`src/rtl/spd_pkg.sv`:
```
package spd_pkg;

  localparam int MAX_ROUNDS = 27;
  localparam int RND_W      = 5;
  localparam int WORD_W     = 32;
  localparam int SUM_WIDTH  = 48;
  localparam int CFG_IDX_W  = 3;
  localparam int CFG_DATA_W = 64;

  localparam logic signed [SUM_WIDTH-1:0] SUM_MAX = {1'b0, {(SUM_WIDTH-1){1'b1}}};
  localparam logic signed [SUM_WIDTH-1:0] SUM_MIN = {1'b1, {(SUM_WIDTH-1){1'b0}}};

  typedef enum logic [CFG_IDX_W-1:0] {
    CFG_KEY0      = 3'd0,
    CFG_KEY1      = 3'd1,
    CFG_KEY2      = 3'd2,
    CFG_KEY3      = 3'd3,
    CFG_FIRST     = 3'd4,
    CFG_STOP      = 3'd5,
    CFG_IN_DIFF   = 3'd6,
    CFG_OUT_MASK  = 3'd7
  } cfg_idx_t;

  // state of one word as it walks the chain: both encryptions plus key schedule window
  typedef struct packed {
    logic [WORD_W-1:0] a;
    logic [WORD_W-1:0] b;
    logic [WORD_W-1:0] da;
    logic [WORD_W-1:0] db;
    logic [WORD_W-1:0] k;
    logic [WORD_W-1:0] l0;
    logic [WORD_W-1:0] l1;
    logic [WORD_W-1:0] l2;
    logic              restart;
  } stage_t;

  typedef struct packed {
    logic [RND_W-1:0] first;
    logic [RND_W-1:0] stop_eff;
  } rnd_ctl_t;

  function automatic logic [WORD_W-1:0] ror8(input logic [WORD_W-1:0] x);
    return {x[7:0], x[WORD_W-1:8]};
  endfunction

  function automatic logic [WORD_W-1:0] rol3(input logic [WORD_W-1:0] x);
    return {x[WORD_W-4:0], x[WORD_W-1:WORD_W-3]};
  endfunction

endpackage

```
`src/rtl/spd_cell.sv`:
```
module spd_cell (
  input  logic                        clk,
  input  logic                        rst_n,
  input  logic [spd_pkg::RND_W-1:0]   rnd_idx,
  input  spd_pkg::rnd_ctl_t           ctl,
  input  logic                        en,
  input  logic                        v_in,
  input  spd_pkg::stage_t             st_in,
  output logic                        v_r,
  output spd_pkg::stage_t             st_r
);

  logic                          active;
  logic [spd_pkg::WORD_W-1:0]    ra;
  logic [spd_pkg::WORD_W-1:0]    rda;
  logic [spd_pkg::WORD_W-1:0]    mid;
  spd_pkg::stage_t               st_nxt;

  always_comb begin
    active = (rnd_idx >= ctl.first) && (rnd_idx < ctl.stop_eff);
    ra     = (spd_pkg::ror8(st_in.a) + st_in.b) ^ st_in.k;
    rda    = (spd_pkg::ror8(st_in.da) + st_in.db) ^ st_in.k;
    // schedule step, always taken so the key for the next cell is ready
    mid    = (spd_pkg::ror8(st_in.l0) + st_in.k)
             ^ {{(spd_pkg::WORD_W-spd_pkg::RND_W){1'b0}}, rnd_idx};

    st_nxt         = st_in;
    st_nxt.k       = spd_pkg::rol3(st_in.k) ^ mid;
    st_nxt.l0      = st_in.l1;
    st_nxt.l1      = st_in.l2;
    st_nxt.l2      = mid;
    if (active) begin
      st_nxt.a  = ra;
      st_nxt.b  = spd_pkg::rol3(st_in.b) ^ ra;
      st_nxt.da = rda;
      st_nxt.db = spd_pkg::rol3(st_in.db) ^ rda;
    end
  end

  always_ff @(posedge clk) begin
    if (!rst_n) begin
      v_r <= 1'b0;
    end else if (en) begin
      v_r <= v_in;
    end
  end

  always_ff @(posedge clk) begin
    if (en) begin
      st_r <= st_nxt;
    end
  end

endmodule

```
`config.mk`:
```
export PLATFORM = sky130hd
export DESIGN_NAME = spd_cell
export DESIGN_NICKNAME = d
export VERILOG_FILES = /design/src/rtl/spd_pkg.sv /design/src/rtl/spd_cell.sv
export SDC_FILE = /design/constraint.sdc
export NUM_CORES = 1
export LEC_CHECK = 0
export ABC_AREA = 1
export BUFFER_PORTS_ARGS = -buffer_cell sky130_fd_sc_hd__buf_2
export CORE_AREA = 10 10 200 202
export DETAILED_ROUTE_END_ITERATION = 12
export DIE_AREA = 0 0 210 212
export PLACE_DENSITY_LB_ADDON = 0.12
export SETUP_SLACK_MARGIN = 0.3
export SYNTH_ARGS = -nofsm -noshare
export SYNTH_HDL_FRONTEND = slang
export SYNTH_SLANG_ARGS = --single-unit
export TNS_END_PERCENT = 5
```
`constraint.sdc`:
```
create_clock -name clk -period 2.6 [get_ports clk]
set_input_delay 0.13 -clock clk [delete_from_list [all_inputs] [get_ports clk]]
set_output_delay 0.13 -clock clk [all_outputs]
set_load 0.1 [all_outputs]
```
==> results.yml, run 1 <==
outcome:
  status: "finished, final reports clean"
worst_setup_path:
  cp_cell_sequence: "dlygate4sd3_1 > buf_2 > inv_1 > fa_1 > xnor2_1 > xor2_2 > xnor2_1 > o21ai_0"
  worstSetupStartpointType: "primary input"
  end_kind: "flop"
  cp_slowest_cell: "dlygate4sd3_1"
  cp.arrival_ns: 2.59
  required_ns: 2.89
  cp_max_fo: 4
  critPathKind: "in2reg"
  crit_top_cell: "xnor2_1"
  max_stage_delay_ns: 0.56
sta:
  hold_viol: 0
  fmax_mhz: 435.7
  holdWs_ns: 0.02307
  period_needed_ns: 2.295
  rsz0062_at_grt: "true"
  relSlewSlack: 0.6155
  tightest_slew_ns: 0.5807
  finalCritPeriodShare: 0.8827
  finalSetupViolations: 0
  finalMaxSlewViolations: 0
  tns_ns: 0
  fin_skew_ns: 0
clock_tree:
  path_clk_slew_ns: 0.07
  htree_num_levels: 1
  clock_sinks: 258
  clkLatencyLatePin_ns: 0.55
  cts_tree: "yes"
  cts_buffer_depth: 3
  cts-root-buf: "clkbuf_16"
  cts_buffers: 27
min_path:
  hp-class: "in2reg"
floorplan:
  core_um2: 36080
  die-area_um2: 44520
  row_count: 70
  die_h_um: 212
  die_w_um: 210
  start_util: 0.4896
  io_pins: 534
routing:
  viasPerCell: 5.525
  wl_um: 83040
  ant_nets: 0
  drtIter0Drc: 1909
  detail_route.wl_per_cell_um: 24.23
  vias: 18940
  drtPass1Iterations: 6
  drc: 0
place:
  place_congestion: 1.018
  io_buffers: 533
  hpwl_um: 63740
yosys:
  yosysSeqAreaShare: 0.4380
  yosysWarnings: 0
  syn_area_um2: 17670
  syn_nets: 2583
  syn_avg_cell_area_um2: 8.023
  syn_inst: 2202
  synth.distinct_cells: 46
  synth_ff_type: "edfxtp_1"
  synthArstFlopShare: 0
  synth_edf_count: 257
  ys_ff_latch: 258
global_routing:
  grtUsageTotal: 0.3578
  grt_pass1_vias: 19030
  gr-total-overflow: 0
  antenna_found_initial: 6
  grt_max_degree: 90
  grt_first_pass_wirelength_um: 120500
power:
  seq_power_share: 0.307
  cellLeakagePower_nw: 11.89
  power_switching_w: 0.008841
  clockPowerShare: 0.213
  pwr-share-comb: 0.480
  power.density_nw_per_um2: 759.7
  switching_share: 0.4907
  cell_internal_pwr_w: 0.009175
  vdd_ir_drop_max_mv: 0.8033
final_layout:
  multi_input_area_um2: 8736
  synthToLayoutAreaGrowth_pct: 34.23
  final_common_cell: "nand2_1"
  drive_gt1_frac: 0.2202
  ff_latch_area_um2: 7737
  final_cell_mix: "nand2_1, buf_2, inv_1"
  nets: 3320
  fillers: 2915
job:
  drv_cap: 0
## logic make-up (layout without fill, tap and decap cells)
group | after synthesis | in the layout | synth area share
AOI/OAI and AO/OA | 235 | 235 | 0.07365
xor gates and xnor gates | 142 | 142 | 0.07465
adders and majority gates | 105 | 105 | 0.07564
buffers and inverters | 323 | 1077 | 0.07082
DFF | 258 | 258 | 0.4380
other | 0 | 4 | 0
and+or+nand+nor | 1139 | 1139 | 0.2673
## layout make-up
| class | instances | area share |
|---|---|---|
| Multi-Input combinational cell | 1621 | 0.3684 |
| Sequential cell | 258 | 0.3263 |
| Antenna cell | 4 | 0.0004221 |
| Timing Repair Buffer | 737 | 0.1992 |
| Clock inverter | 11 | 0.004643 |
| Tap cell | 468 | 0.02469 |
| Inverter | 294 | 0.04659 |
| Clock buffer | 35 | 0.02976 |
## stage by stage
step | utilization | area, um2 | worst slack, ns | instances | total power [W]
5_1_grt | 0.6570 | 23710 | 0.2105 | 3426 | 0.01860
6_report | 0.6572 | 23710 | 0.3050 | 3428 | 0.01802
2_1_floorplan | - | 17670 | 0.7173 | 2202 | 0.01183
4_1_cts | 0.6554 | 23650 | 0.3140 | 3424 | 0.01776
3_3_place_gp | 0.5857 | 21130 | 0.1772 | 3208 | 0.01376
3_5_place_dp | 0.5857 | 21130 | 0.1002 | 3208 | 0.01381
## cells in the mapped netlist, types with 4 or more instances
library cell,instances,share of area
nand2_1,770,0.16
inv_1,289,0.061
edfxtp_1,257,0.44
nand3_1,139,0.039
nor2_1,130,0.028
ha_1,102,0.072
xor2_1,96,0.048
a21oi_1,92,0.026
o21ai_0,65,0.018
xnor2_1,39,0.019
o21ai_1,38,0.011
nand4_1,33,0.012
buf_2,22,0.0062
o21bai_1,16,0.0068
nand3b_1,15,0.0064
nor3_1,15,0.0042
or2_2,8,0.0028
a21o_1,7,0.0030
nand2_2,6,0.0021
or2_1,6,0.0021
a31oi_1,4,0.0014
clkbuf_1,4,0.00085
inv_2,4,0.00085
nor4_1,4,0.0014
xor2_2,4,0.0037
## what timing repair did
item                                   CTS  global route
setup buffers                            0             0
hold buffers                           170             0
setup endpoints to repair                0            41
gates resized for setup                  0            15
endpoints found under the hold margin  175             0
## power groups by stage
stage	clock, W	combinational, W	sequential, W
floorplan	0	0.00219	0.00964
global placement	0	0.00820	0.00556
detailed placement	0	0.00824	0.00557
CTS	0.00378	0.00848	0.00550
global route	0.00401	0.00903	0.00557
finish	0.00383	0.00865	0.00554
## state kept, by name, indices dropped and copies added, names as in the netlist
register	cells
st_r	257
v_r	1
## path summary, 6_finish.rpt
kind / from / endpoint / slack, ns / cells past startpoint
worst min register to register: v_r / v_r / 1.19 / 3
worst min-delay path: st_in[72] / st_r[32] / 0.02 / 5
worst max-delay path: st_in[130] / st_r[131] / 0.31 / 8
worst max register to register: v_r / v_r / 1.31 / 3
## routing by layer
| metal | vias up | share of wire | global-route usage |
|---|---|---|---|
| met5 | - | 0.00033 | 0 |
| met4 | 4 | 0.061 | 0.1880 |
| met3 | 247 | 0.10 | 0.07410 |
| met2 | 1243 | 0.47 | 0.5987 |
| met1 | 8747 | 0.37 | 0.4274 |
| li1 | 8698 | - | - |
## critical path: cells and delay by family
family	cells	cell delay (ns)
AOI/OAI and AO/OA	1	0.14
xor gates and xnor gates	3	1.00
adders and majority gates	1	0.49
buffers and inverters	3	0.82
Note: power is estimated with default switching activity, not from simulation.
==> inputs of run 2 (changes only) <==
--- a/config.mk
+++ b/config.mk
@@ -6,7 +6,7 @@
 export NUM_CORES = 1
 export LEC_CHECK = 0
 export ABC_AREA = 1
-export BUFFER_PORTS_ARGS = -buffer_cell sky130_fd_sc_hd__buf_2
+export BUFFER_PORTS_ARGS = -buffer_cell sky130_fd_sc_hd__buf_4
 export CORE_AREA = 10 10 200 202
 export DETAILED_ROUTE_END_ITERATION = 12
 export DIE_AREA = 0 0 210 212
==> results.yml, run 2 (synthesis gave the netlist of run 1 again) <==
worst_setup_path:
  cp_max_fo: 5
  end_kind: "flop"
  required_ns: 2.92
  cp_slowest_cell: "dlygate4sd3_1"
  r2r_slack_ns: 1.22
  critPathKind: "in2reg"
  max_stage_delay_ns: 0.54
  worstSetupStartpointType: "primary input"
  critPathTopFamily: "compound AO/OA/AOI/OAI gates"
  cp_cell_sequence: "dlygate4sd3_1 > buf_4 > ha_1 > a21oi_1 > o21ai_0 > o21bai_1 > a21oi_1 > nand2_1 > nand2_1 > nand2_1 > nand2_1 > nand2_1"
  crit_top_cell: "nand2_1"
  crit_buf_inv: 2
  cp.arrival_ns: 2.61
final_layout:
  largest_reg_flops: 257
  stdcell_count: 3465
  multi_input_area_um2: 8783
  final_common_cell: "nand2_1"
  drive_gt1_frac: 0.2213
  regMostFlops: "st_r"
  synthToLayoutAreaGrowth_pct: 44.59
  final_cell_mix: "nand2_1, buf_4, inv_1"
  ff_latch_area_um2: 7737
  finalInstanceArea_um2: 25540
  largestRegisters: "st_r x257, v_r x1"
  nets: 3353
  fillers: 2696
clock_tree:
  cts_setup_buffers: 0
  path_clk_slew_ns: 0.06
  cts_buffers: 29
  cts_buffer_depth: 3
  clock_sinks: 258
  cts_tree: "yes"
  cts-root-buf: "clkbuf_16"
  clkLatencyLatePin_ns: 0.57
  htree_num_levels: 1
global_routing:
  grt_first_pass_wirelength_um: 122800
  grtUsageTotal: 0.3652
  antenna_found_initial: 7
  grt_pass1_vias: 19240
  grt_max_degree: 85
  gr-total-overflow: 0
floorplan:
  die-area_um2: 44520
  start_util: 0.4896
  die_h_um: 212
  die_w_um: 210
  core_um2: 36080
  io_pins: 534
  row_count: 70
sta:
  period_needed_ns: 2.290
  holdWs_ns: 0.006131
  fmax_mhz: 436.6
  finalMaxSlewViolations: 0
  hold_viol: 0
  relSlewSlack: 0.5020
  rsz0062_at_grt: "true"
  fin_skew_ns: 0
  tns_ns: 0
  finalCritPeriodShare: 0.8809
  finalSetupViolations: 0
  tightest_slew_ns: 0.7471
place:
  place_congestion: 1.036
  hpwl_um: 63690
  io_buffers: 533
  place_area_um2: 22400
  dp.cells: 3198
power:
  power.density_nw_per_um2: 741.7
  cellLeakagePower_nw: 12.55
  vdd_ir_drop_max_mv: 0.7771
  total_power_w: 0.01895
outcome:
  status: "finished, final reports clean"
min_path:
  hp-class: "in2reg"
routing:
  drc: 0
  ant_nets: 0
  detail_route.wl_per_cell_um: 24.43
  drtPass1Iterations: 6
  drtIter0Drc: 1865
  wl_um: 84660
  viasPerCell: 5.555
  vias: 19250
job:
  drv_cap: 0
[run 2: worst paths after layout]
| check | startpoint | cells after the start | endpoint |
|---|---|---|---|
| worst max-delay path | st_in[120] | 12 | st_r[123] |
| worst min-delay path | st_in[141] | 5 | st_r[144] |
| worst min register to register | v_r | 3 | v_r |
| worst max register to register | v_r | 3 | v_r |
[run 2: area by class of cell]
type	instances	share of cell area
diodes	5	0.0004898
clock buffers	33	0.02900
clock inverters	18	0.007004
inverters	294	0.04325
multi-input cells	1621	0.3438
flip-flops and latches	258	0.3029
well taps	468	0.02292
repair buffers	768	0.2506
[run 2: tightest hold or removal path, cell delays in order]
cell and delay, ns:
buf_4 0.11, nand2_1 0.05, o21ai_0 0.06, nand2_1 0.05
o21ai_1 0.06
[run 2: what timing repair did]
item	4_1_cts	5_1_grt
hold buffers	211	0
gates resized for setup	0	28
endpoints found under the hold margin	211	0
endpoints found under the setup margin	0	54
[run 2: metal layers]
| layer | part of all wire | track usage | up-vias |
|---|---|---|---|
| met2 | 0.47 | 0.6106 | 1323 |
| li1 | - | - | 8779 |
| met1 | 0.37 | 0.4254 | 8889 |
| met5 | 0.00053 | 0 | - |
| met3 | 0.11 | 0.09626 | 250 |
| met4 | 0.057 | 0.1878 | 6 |
[run 2: power breakdown]
part	switching (W)	internal [W]
Sequential	0.000241	0.00533
Combinational	0.00696	0.00223
Clock	0.00185	0.00234
Total	0.00904	0.00990
[run 2: through the flow]
stage	utilization	worst slack [ns]
floorplan	-	0.7173
global placement	0.6208	0.2743
detailed placement	0.6208	0.2397
CTS	0.7049	0.3155
global route	0.7078	0.2014
finish	0.7079	0.3096
