`config.mk`:
```
export PLATFORM = sky130hd
export DESIGN_NAME = spd_acc
export DESIGN_NICKNAME = d
export VERILOG_FILES = /design/src/rtl/spd_pkg.sv /design/src/rtl/spd_acc.sv
export SDC_FILE = /design/constraint.sdc
export NUM_CORES = 1
export LEC_CHECK = 0
export ABC_CLOCK_PERIOD_IN_PS = 3600
export BUFFER_PORTS_ARGS = -buffer_cell sky130_fd_sc_hd__buf_2
export CAP_MARGIN = 10
export CELL_PAD_IN_SITES_DETAIL_PLACEMENT = 1
export CELL_PAD_IN_SITES_GLOBAL_PLACEMENT = 1
export CORE_AREA = 5 5 168 170
export CTS_BUF_LIST = sky130_fd_sc_hd__clkbuf_8
export CTS_CLUSTER_DIAMETER = 200
export DETAILED_ROUTE_END_ITERATION = 6
export DIE_AREA = 0 0 173 175
export PLACE_DENSITY_LB_ADDON = 0.1
export RECOVER_POWER = 50
export SETUP_SLACK_MARGIN = 0.3
export SKIP_LAST_GASP = 1
export SLEW_MARGIN = 20
export SYNTH_ARGS = -nofsm -noshare
export SYNTH_HDL_FRONTEND = slang
export SYNTH_SLANG_ARGS = --single-unit
```
`constraint.sdc`:
```
create_clock -name clk -period 3.6 [get_ports clk]
set_input_delay 0.18 -clock clk [delete_from_list [all_inputs] [get_ports clk]]
set_output_delay 0.18 -clock clk [all_outputs]
set_load 0.01 [all_outputs]
```
`src/rtl/spd_pkg.sv`:
```
package spd_pkg;

  localparam int MAX_ROUNDS = 27;
  localparam int RND_W      = 5;
  localparam int WORD_W     = 32;
  localparam int SUM_WIDTH  = 48;
  localparam int CFG_IDX_W  = 3;
  localparam int CFG_DATA_W = 64;

  localparam logic signed [SUM_WIDTH-1:0] SUM_MAX = {1'b0, {(SUM_WIDTH-1){1'b1}}};
  localparam logic signed [SUM_WIDTH-1:0] SUM_MIN = {1'b1, {(SUM_WIDTH-1){1'b0}}};

  typedef enum logic [CFG_IDX_W-1:0] {
    CFG_KEY0      = 3'd0,
    CFG_KEY1      = 3'd1,
    CFG_KEY2      = 3'd2,
    CFG_KEY3      = 3'd3,
    CFG_FIRST     = 3'd4,
    CFG_STOP      = 3'd5,
    CFG_IN_DIFF   = 3'd6,
    CFG_OUT_MASK  = 3'd7
  } cfg_idx_t;

  // state of one word as it walks the chain: both encryptions plus key schedule window
  typedef struct packed {
    logic [WORD_W-1:0] a;
    logic [WORD_W-1:0] b;
    logic [WORD_W-1:0] da;
    logic [WORD_W-1:0] db;
    logic [WORD_W-1:0] k;
    logic [WORD_W-1:0] l0;
    logic [WORD_W-1:0] l1;
    logic [WORD_W-1:0] l2;
    logic              restart;
  } stage_t;

  typedef struct packed {
    logic [RND_W-1:0] first;
    logic [RND_W-1:0] stop_eff;
  } rnd_ctl_t;

  function automatic logic [WORD_W-1:0] ror8(input logic [WORD_W-1:0] x);
    return {x[7:0], x[WORD_W-1:8]};
  endfunction

  function automatic logic [WORD_W-1:0] rol3(input logic [WORD_W-1:0] x);
    return {x[WORD_W-4:0], x[WORD_W-1:WORD_W-3]};
  endfunction

endpackage

```
`src/rtl/spd_acc.sv`:
```
module spd_acc (
  input  logic                                 clk,
  input  logic                                 rst_n,
  input  logic                                 v_in,
  input  spd_pkg::stage_t                      st_in,
  input  logic [spd_pkg::CFG_DATA_W-1:0]       out_mask,
  input  logic                                 out_ready,
  output logic                                 load,
  output logic                                 out_valid_r,
  output logic [spd_pkg::WORD_W-1:0]           cipher_a_r,
  output logic [spd_pkg::WORD_W-1:0]           cipher_b_r,
  output logic                                 parity_r,
  output logic signed [spd_pkg::SUM_WIDTH-1:0] sum_r
);

  logic                                 par;
  logic signed [spd_pkg::SUM_WIDTH-1:0] base;
  logic signed [spd_pkg::SUM_WIDTH-1:0] sum_nxt;

  always_comb begin
    load = !out_valid_r || out_ready;
    par  = ^({st_in.a ^ st_in.da, st_in.b ^ st_in.db} & out_mask);
    base = st_in.restart ? '0 : sum_r;
    sum_nxt = base;
    if (!par) begin
      if (base != spd_pkg::SUM_MAX) sum_nxt = base + {{(spd_pkg::SUM_WIDTH-1){1'b0}}, 1'b1};
    end else begin
      if (base != spd_pkg::SUM_MIN) sum_nxt = base - {{(spd_pkg::SUM_WIDTH-1){1'b0}}, 1'b1};
    end
  end

  always_ff @(posedge clk) begin
    if (!rst_n) begin
      out_valid_r <= 1'b0;
      sum_r       <= '0;
    end else if (load) begin
      out_valid_r <= v_in;
      if (v_in) sum_r <= sum_nxt;
    end
  end

  always_ff @(posedge clk) begin
    if (load && v_in) begin
      cipher_a_r <= st_in.a;
      cipher_b_r <= st_in.b;
      parity_r   <= par;
    end
  end

endmodule

```
==> results of run 1 <==
-- cells by family after synthesis --
group           count (synthesis)
mux                             8
fa+ha+maj                       1
flops                         114
compound gates                216
xor+xnor                      132
simple gates                  357
buf+inv                        73
-- layer usage --
| metal | vias up | wire [um] | part of all wire, % | global-route usage [%] |
|---|---|---|---|---|
| met3 | 41 | 2380 | 6.7 | 6.64 |
| li1 | 4064 | - | - | - |
| met2 | 261 | 18300 | 52 | 41.8 |
| met4 | 8 | 511 | 1.4 | 5.25 |
| met1 | 4125 | 14100 | 40 | 26.2 |
| met5 | - | 57 | 0.16 | 0 |
-- how the worst min path moves through the flow --
| stage | from | end |
|---|---|---|
| after floorplan | st_in[225] | cipher_a_r[0] |
| after global placement | st_in[213] | cipher_b_r[20] |
| after detailed placement | st_in[196] | cipher_b_r[3] |
| after CTS | out_ready | out_valid_r |
| after global routing | out_ready | out_valid_r |
| final | out_ready | out_valid_r |
-- layout by cell type, fill, tap and decap left out, types with 14 or more instances in the layout --
| cell | n |
|---|---|
| sky130_fd_sc_hd__nor2_1 | 69 |
| sky130_fd_sc_hd__buf_4 | 56 |
| sky130_fd_sc_hd__buf_2 | 174 |
| sky130_fd_sc_hd__nor3_1 | 18 |
| sky130_fd_sc_hd__dlygate4sd3_1 | 65 |
| sky130_fd_sc_hd__xnor2_1 | 60 |
| sky130_fd_sc_hd__nor4_1 | 16 |
| sky130_fd_sc_hd__xor2_1 | 68 |
| sky130_fd_sc_hd__edfxtp_1 | 65 |
| sky130_fd_sc_hd__inv_1 | 14 |
| sky130_fd_sc_hd__clkbuf_8 | 17 |
| sky130_fd_sc_hd__o21ai_0 | 49 |
| sky130_fd_sc_hd__clkbuf_1 | 141 |
| sky130_fd_sc_hd__dfxtp_1 | 48 |
| sky130_fd_sc_hd__nand3_1 | 25 |
| sky130_fd_sc_hd__a21oi_1 | 70 |
| sky130_fd_sc_hd__nand2_1 | 127 |
| sky130_fd_sc_hd__a31oi_1 | 17 |
-- state kept, by name, indices dropped and copies added (netlist names) --
register,cells
cipher_a_r,32
parity_r,1
sum_r,48
out_valid_r,1
cipher_b_r,32
-- power breakdown --
| group | switching, mW | internal, mW | leakage [nW] | total (mW) |
|---|---|---|---|---|
| clock | 0.651 | 0.832 | 0.224 | 1.48 |
| combinational | 5.05 | 2.87 | 3.12 | 7.93 |
| sequential | 0.232 | 1.62 | 1.03 | 1.86 |
-- tightest hold or removal path: stages --
cell and delay (ns):
sky130_fd_sc_hd__buf_2 0.07, sky130_fd_sc_hd__nand2b_1 0.14, sky130_fd_sc_hd__a21oi_1 0.08
-- cell type report --
class | instances | area (um2) | share of cell area, %
repair buffers | 440 | 2540 | 23.1
clock inverters | 14 | 226 | 2.06
inverters | 17 | 68.8 | 0.625
multi-input cells | 714 | 4560 | 41.5
clock buffers | 17 | 234 | 2.13
flip-flops and latches | 114 | 2930 | 26.7
well taps | 341 | 427 | 3.88
diodes | 4 | 10.0 | 0.0910
-- what timing repair did --
item / CTS / global route
endpoints found under the setup margin: 1 / 29
endpoints found under the hold margin: 65 / 0
hold buffers: 65 / 0
gates resized for setup: 1 / 16
-- through the flow --
stage	total power [mW]	hold slack [ns]	std cells	area (um2)
after CTS	11.1	0.0505	1657	11100
after detailed placement	9.52	0.385	1561	10000
after global routing	12.2	0.0819	1660	11000
after global placement	9.44	0.382	1561	10000
after floorplan	6.92	0.279	901	7860
final	11.3	0.0761	1661	11000
==> results.yml, run 1 <==
clock_tree:
  clock_latency_ns: 0.46
  tritoncts_num_sinks: 114
  cts-root-to-sink-buffers: 2
  clk_transition_reported_paths_ns: 0.09
  post-cts-setup-buffer-count: 0
  cts_tree: "yes"
  cts-root-buf: "sky130_fd_sc_hd__clkbuf_8"
  numCtsBuffers: 17
  htree_num_levels: 4
setup_path:
  critical_path_buf_inv_count: 0
  crit_family: "simple AND/OR/NAND/NOR gates"
  regToRegEndpoint: "sum_r[44]"
  cp.arrival_ns: 3.51
  crit_top_cell: "sky130_fd_sc_hd__nor2_1"
  worst-endpoint-required_ns: 3.90
  cp-endpoint: "sum_r[44]"
  worstSetupStartpoint: "sum_r[39]"
  critPathCaptureType: "flip-flop"
  r2r_setup_slk_ns: 0.39
  timing.critical_path.slowest_stage_cell: "sky130_fd_sc_hd__or4_1"
  regToRegStartpoint: "sum_r[39]"
  cp_num_cells: 10
  worstSetupPathType: "flip-flop to flip-flop"
  worst_setup_path_start_kind: "flip-flop"
  worst-r2r-cell-count: 10
  timing.critical_path.cells: "or4_1, nor2_1, a31oi_1, nor4_4, or3_1, nor2_1, and3_1, a41oi_1, a2bb2oi_1, o32ai_1"
  critPathMaxStageDelay_ns: 0.61
  worst-path-max-fanout: 7
flow_run:
  drv.max_cap_violation_count: 0
power:
  leakage_nw: 4.37
  worst_ir_drop_vdd_uv: 1250
  cellPowerDensity_nw_per_um2: 1020
floorplanning:
  io_pins: 440
  die_width_um: 173
  core_area_um2: 26600
  rows: 60
  die_height_um: 175
  start_util_pct: 29.6
  floorplan.die_area_um2: 30300
logic_synthesis:
  yosys_warnings: 0
  most_frequent_cell_after_synthesis: "sky130_fd_sc_hd__nand2_1"
  synth_async_sr_flop_share_pct: 0
  post_synth_xor_xnor_area_pct: 14.8
  ys_seq_area_share_pct: 37.3
  synth.ff_latch_count: 114
  synth_fa_ha_area_share_pct: 0.159
  synthTopCellsByCount: "sky130_fd_sc_hd__nand2_1, sky130_fd_sc_hd__a21oi_1, sky130_fd_sc_hd__nor2_1, sky130_fd_sc_hd__xor2_1, sky130_fd_sc_hd__edfxtp_1"
  synth_top_cell_by_area: "sky130_fd_sc_hd__edfxtp_1"
  yosys-mux-area-fraction_pct: 1.02
  ys_dominant_reg_cell: "sky130_fd_sc_hd__edfxtp_1"
  synth-edff-count: 65
  synth_cells: 901
  syn_area_um2: 7860
  yosys.area_share.simple_pct: 23.6
  synth.net_count: 1227
  synthesis.area_per_instance_um2: 8.73
  synth-compound-area-share_pct: 17.5
  synth_area_leaders: "sky130_fd_sc_hd__edfxtp_1, sky130_fd_sc_hd__dfxtp_1, sky130_fd_sc_hd__xor2_1"
  largest_family_of_logic_cells_by_synthesized_area: "simple AND/OR/NAND/NOR gates"
  synth_top_area_share_pct: 24.8
  ys_types: 95
grt:
  globalRoute.totalOverflow: 0
  antenna_found_initial: 7
  grt_max_degree: 60
  number_of_global_route_vias_before_repair: 9150
  grt_first_pass_wirelength_um: 54100
  grt_util_all_layers_pct: 22.8
cells_and_area:
  final_nets: 1630
  share_of_post_route_cells_with_drive_strength_above_1_pct: 24.3
  fin_util_pct: 41.4
  syn2layout_area_growth_pct: 40.0
  filler_cell_count: 3335
sta:
  rsz0062_at_grt: "no"
  setup-tns-final_ns: 0
  tightest_slew_ns: 1.36
  hold_violation_count_in_the_final_report: 0
  setup_violations: 0
  postLayoutSetupSlackWorst_ns: 0.385
  worst_case_headroom_to_the_max_slew_limit_pct: 9.26
  final_max_tran_viols: 0
  finalCritPeriodShare_pct: 89.3
  achievable-frequency_mhz: 311
  final.min_clock_period_ns: 3.21
  worst_clock_skew_ns: 0.0207
route:
  wire_per_inst_um: 21.3
  num_vias: 8499
  detailedRoute.firstIterationViolations: 544
  drt_total_wl_um: 35400
  post_drt_via_cell_ratio: 5.12
  route.antenna.remaining_nets: 0
  drc: 0
  first_pass_iters: 5
min_path:
  hold_path_class: "input pin to flip-flop"
  whs_path_depth: 3
placed_design:
  detailedPlacementHpwl_um: 26900
  globalplace.congestion: 0.817
  numPortBuffers: 311
  detailedPlace.worstSlack_ns: 0.290
status:
  run_status: "completed"
(Power assumes the default switching activity.)
==> run 2, diff against run 1 <==
--- a/config.mk
+++ b/config.mk
@@ -10,11 +10,12 @@
 export CAP_MARGIN = 10
 export CELL_PAD_IN_SITES_DETAIL_PLACEMENT = 1
 export CELL_PAD_IN_SITES_GLOBAL_PLACEMENT = 1
-export CORE_AREA = 5 5 168 170
+export CORE_ASPECT_RATIO = 0.75
+export CORE_MARGIN = 5
+export CORE_UTILIZATION = 32
 export CTS_BUF_LIST = sky130_fd_sc_hd__clkbuf_8
 export CTS_CLUSTER_DIAMETER = 200
 export DETAILED_ROUTE_END_ITERATION = 6
-export DIE_AREA = 0 0 173 175
 export PLACE_DENSITY_LB_ADDON = 0.1
 export RECOVER_POWER = 50
 export SETUP_SLACK_MARGIN = 0.3
==> results.yml, run 2 (synthesis results as in run 1) <==
grt:
  grt_util_all_layers_pct: 23.2
  grt_first_pass_wirelength_um: 50600
  number_of_global_route_vias_before_repair: 8760
  grt_max_degree: 58
  antenna_found_initial: 1
  globalRoute.totalOverflow: 0
route:
  wire_per_inst_um: 20.1
  post_drt_via_cell_ratio: 5.08
  detailedRoute.firstIterationViolations: 410
  num_vias: 8319
  drt_total_wl_um: 32800
  route.antenna.remaining_nets: 0
  drc: 0
  first_pass_iters: 5
clock_tree:
  cts_tree: "yes"
  clock_latency_ns: 0.45
  tritoncts_num_sinks: 114
  numCtsBuffers: 17
  cts-root-buf: "sky130_fd_sc_hd__clkbuf_8"
  htree_num_levels: 4
  clk_transition_reported_paths_ns: 0.08
  cts-root-to-sink-buffers: 2
sta:
  worst_clock_skew_ns: 0.0172
  tightest_slew_ns: 1.32
  rsz0062_at_grt: "yes"
  worst_case_headroom_to_the_max_slew_limit_pct: 12.1
  finalCritPeriodShare_pct: 88.2
  final_max_tran_viols: 0
  achievable-frequency_mhz: 315
  hold_violation_count_in_the_final_report: 0
  final.min_clock_period_ns: 3.18
  setup-tns-final_ns: 0
  fin_hold_ws_ns: 0.105
  setup_violations: 0
floorplanning:
  rows: 49
  start_util_pct: 32.6
  core_area_um2: 24100
  die_width_um: 191
  floorplan.die_area_um2: 27800
  io_pins: 440
  die_height_um: 146
placed_design:
  numPortBuffers: 311
  placement.cell_area_um2: 9880
  detailedPlacementHpwl_um: 24600
  globalplace.congestion: 0.818
setup_path:
  r2r_setup_slk_ns: 0.42
  cp.arrival_ns: 3.49
  worst-endpoint-required_ns: 3.91
  worst-path-max-fanout: 8
  regToRegStartpoint: "sum_r[6]"
  crit_top_cell: "sky130_fd_sc_hd__or4_1"
  timing.critical_path.slowest_stage_cell: "sky130_fd_sc_hd__or4_1"
  worstSetupStartpoint: "sum_r[6]"
  critPathCaptureType: "flip-flop"
  critPathMaxStageDelay_ns: 0.62
  worstSetupPathType: "flip-flop to flip-flop"
  worst_setup_path_start_kind: "flip-flop"
  timing.critical_path.cells: "or4_1, or4_1, nor3_2, buf_4, nor2_1, or3_1, nor3_1, a32o_1, a21o_1, a21oi_1"
cells_and_area:
  most-common-layout-cells: "sky130_fd_sc_hd__buf_2, sky130_fd_sc_hd__clkbuf_1, sky130_fd_sc_hd__nand2_1, sky130_fd_sc_hd__a21oi_1, sky130_fd_sc_hd__xor2_1"
  share_of_post_route_cells_with_drive_strength_above_1_pct: 23.4
  layout_commonest_cell: "sky130_fd_sc_hd__buf_2"
  syn2layout_area_growth_pct: 38.0
  antenna-diode-count: 0
  final_nets: 1618
  reg_top3: "sum_r (48), cipher_a_r (32), cipher_b_r (32)"
  largest_register: "sum_r"
  largest_reg_flops: 48
  stdcell_area_um2: 10900
power:
  overall_power_of_the_completed_layout_mw: 11.4
  worst_ir_drop_vdd_uv: 1990
  cellPowerDensity_nw_per_um2: 1050
  leakage_nw: 4.30
min_path:
  hp-start: "out_ready"
  hold_path_class: "input pin to flip-flop"
status:
  run_status: "completed"
flow_run:
  drv.max_cap_violation_count: 0
==> run 2: cell count changes in the layout (fill, tap and decap cells not counted), moves of 3 or more <==
cell,change
sky130_fd_sc_hd__buf_4,-14
sky130_fd_sc_hd__inv_1,+4
sky130_fd_sc_hd__clkbuf_1,+3
sky130_fd_sc_hd__diode_2,-4
sky130_fd_sc_hd__inv_6,-4
==> run 2: critical path: cells and delay by family, from the launching register on <==
| family | cells | cell delay (ns) |
|---|---|---|
| compound gates | 3 | 0.34 |
| flops | 1 | 0.38 |
| simple gates | 6 | 2.14 |
| buf+inv | 1 | 0.19 |
==> run 2: cell type report <==
| type | instances | area [um2] |
|---|---|---|
| clock inverters | 14 | 174 |
| flip-flops and latches | 114 | 2930 |
| clock buffers | 18 | 248 |
| fillers | 3014 | 13200 |
| multi-input cells | 714 | 4580 |
| inverters | 17 | 68.8 |
| repair buffers | 428 | 2440 |
| well taps | 331 | 414 |
==> run 2: path summary, 6_finish.rpt <==
kind                 end  depth (start not counted)
max reg2reg    sum_r[41]                         10
min          out_valid_r                          3
max            sum_r[41]                         10
min reg2reg    sum_r[25]                          2
==> run 2: timing repair <==
item,CTS,global route
hold buffers,65,0
pin swaps,1,1
setup buffers,0,2
endpoints found under the setup margin,1,32
gates resized for setup,0,20
hold endpoints to repair,65,0
==> run 2: report_power, final <==
part | leakage [nW] | switching, mW | total (mW) | internal, mW
sequential | 1.03 | 0.217 | 1.84 | 1.62
clock | 0.225 | 0.596 | 1.36 | 0.760
combinational | 3.04 | 5.21 | 8.17 | 2.96
==> run 2: routing by layer <==
layer  vias to the layer above  track usage [%]  wire length [um]
met5                         -                0                 0
met4                         0             4.74               397
met3                        25             6.74              2270
met2                       238             39.3             16100
met1                      4015             29.6             14100
li1                       4041                -                 -
==> run 2: through the flow <==
step,cells,worst slack (ns),util (%)
2_1_floorplan,901,0.761,-
3_3_place_gp,1537,0.368,41.0
3_5_place_dp,1537,0.299,41.0
4_1_cts,1634,0.301,45.5
5_1_grt,1636,0.241,45.0
6_report,1636,0.423,45.0
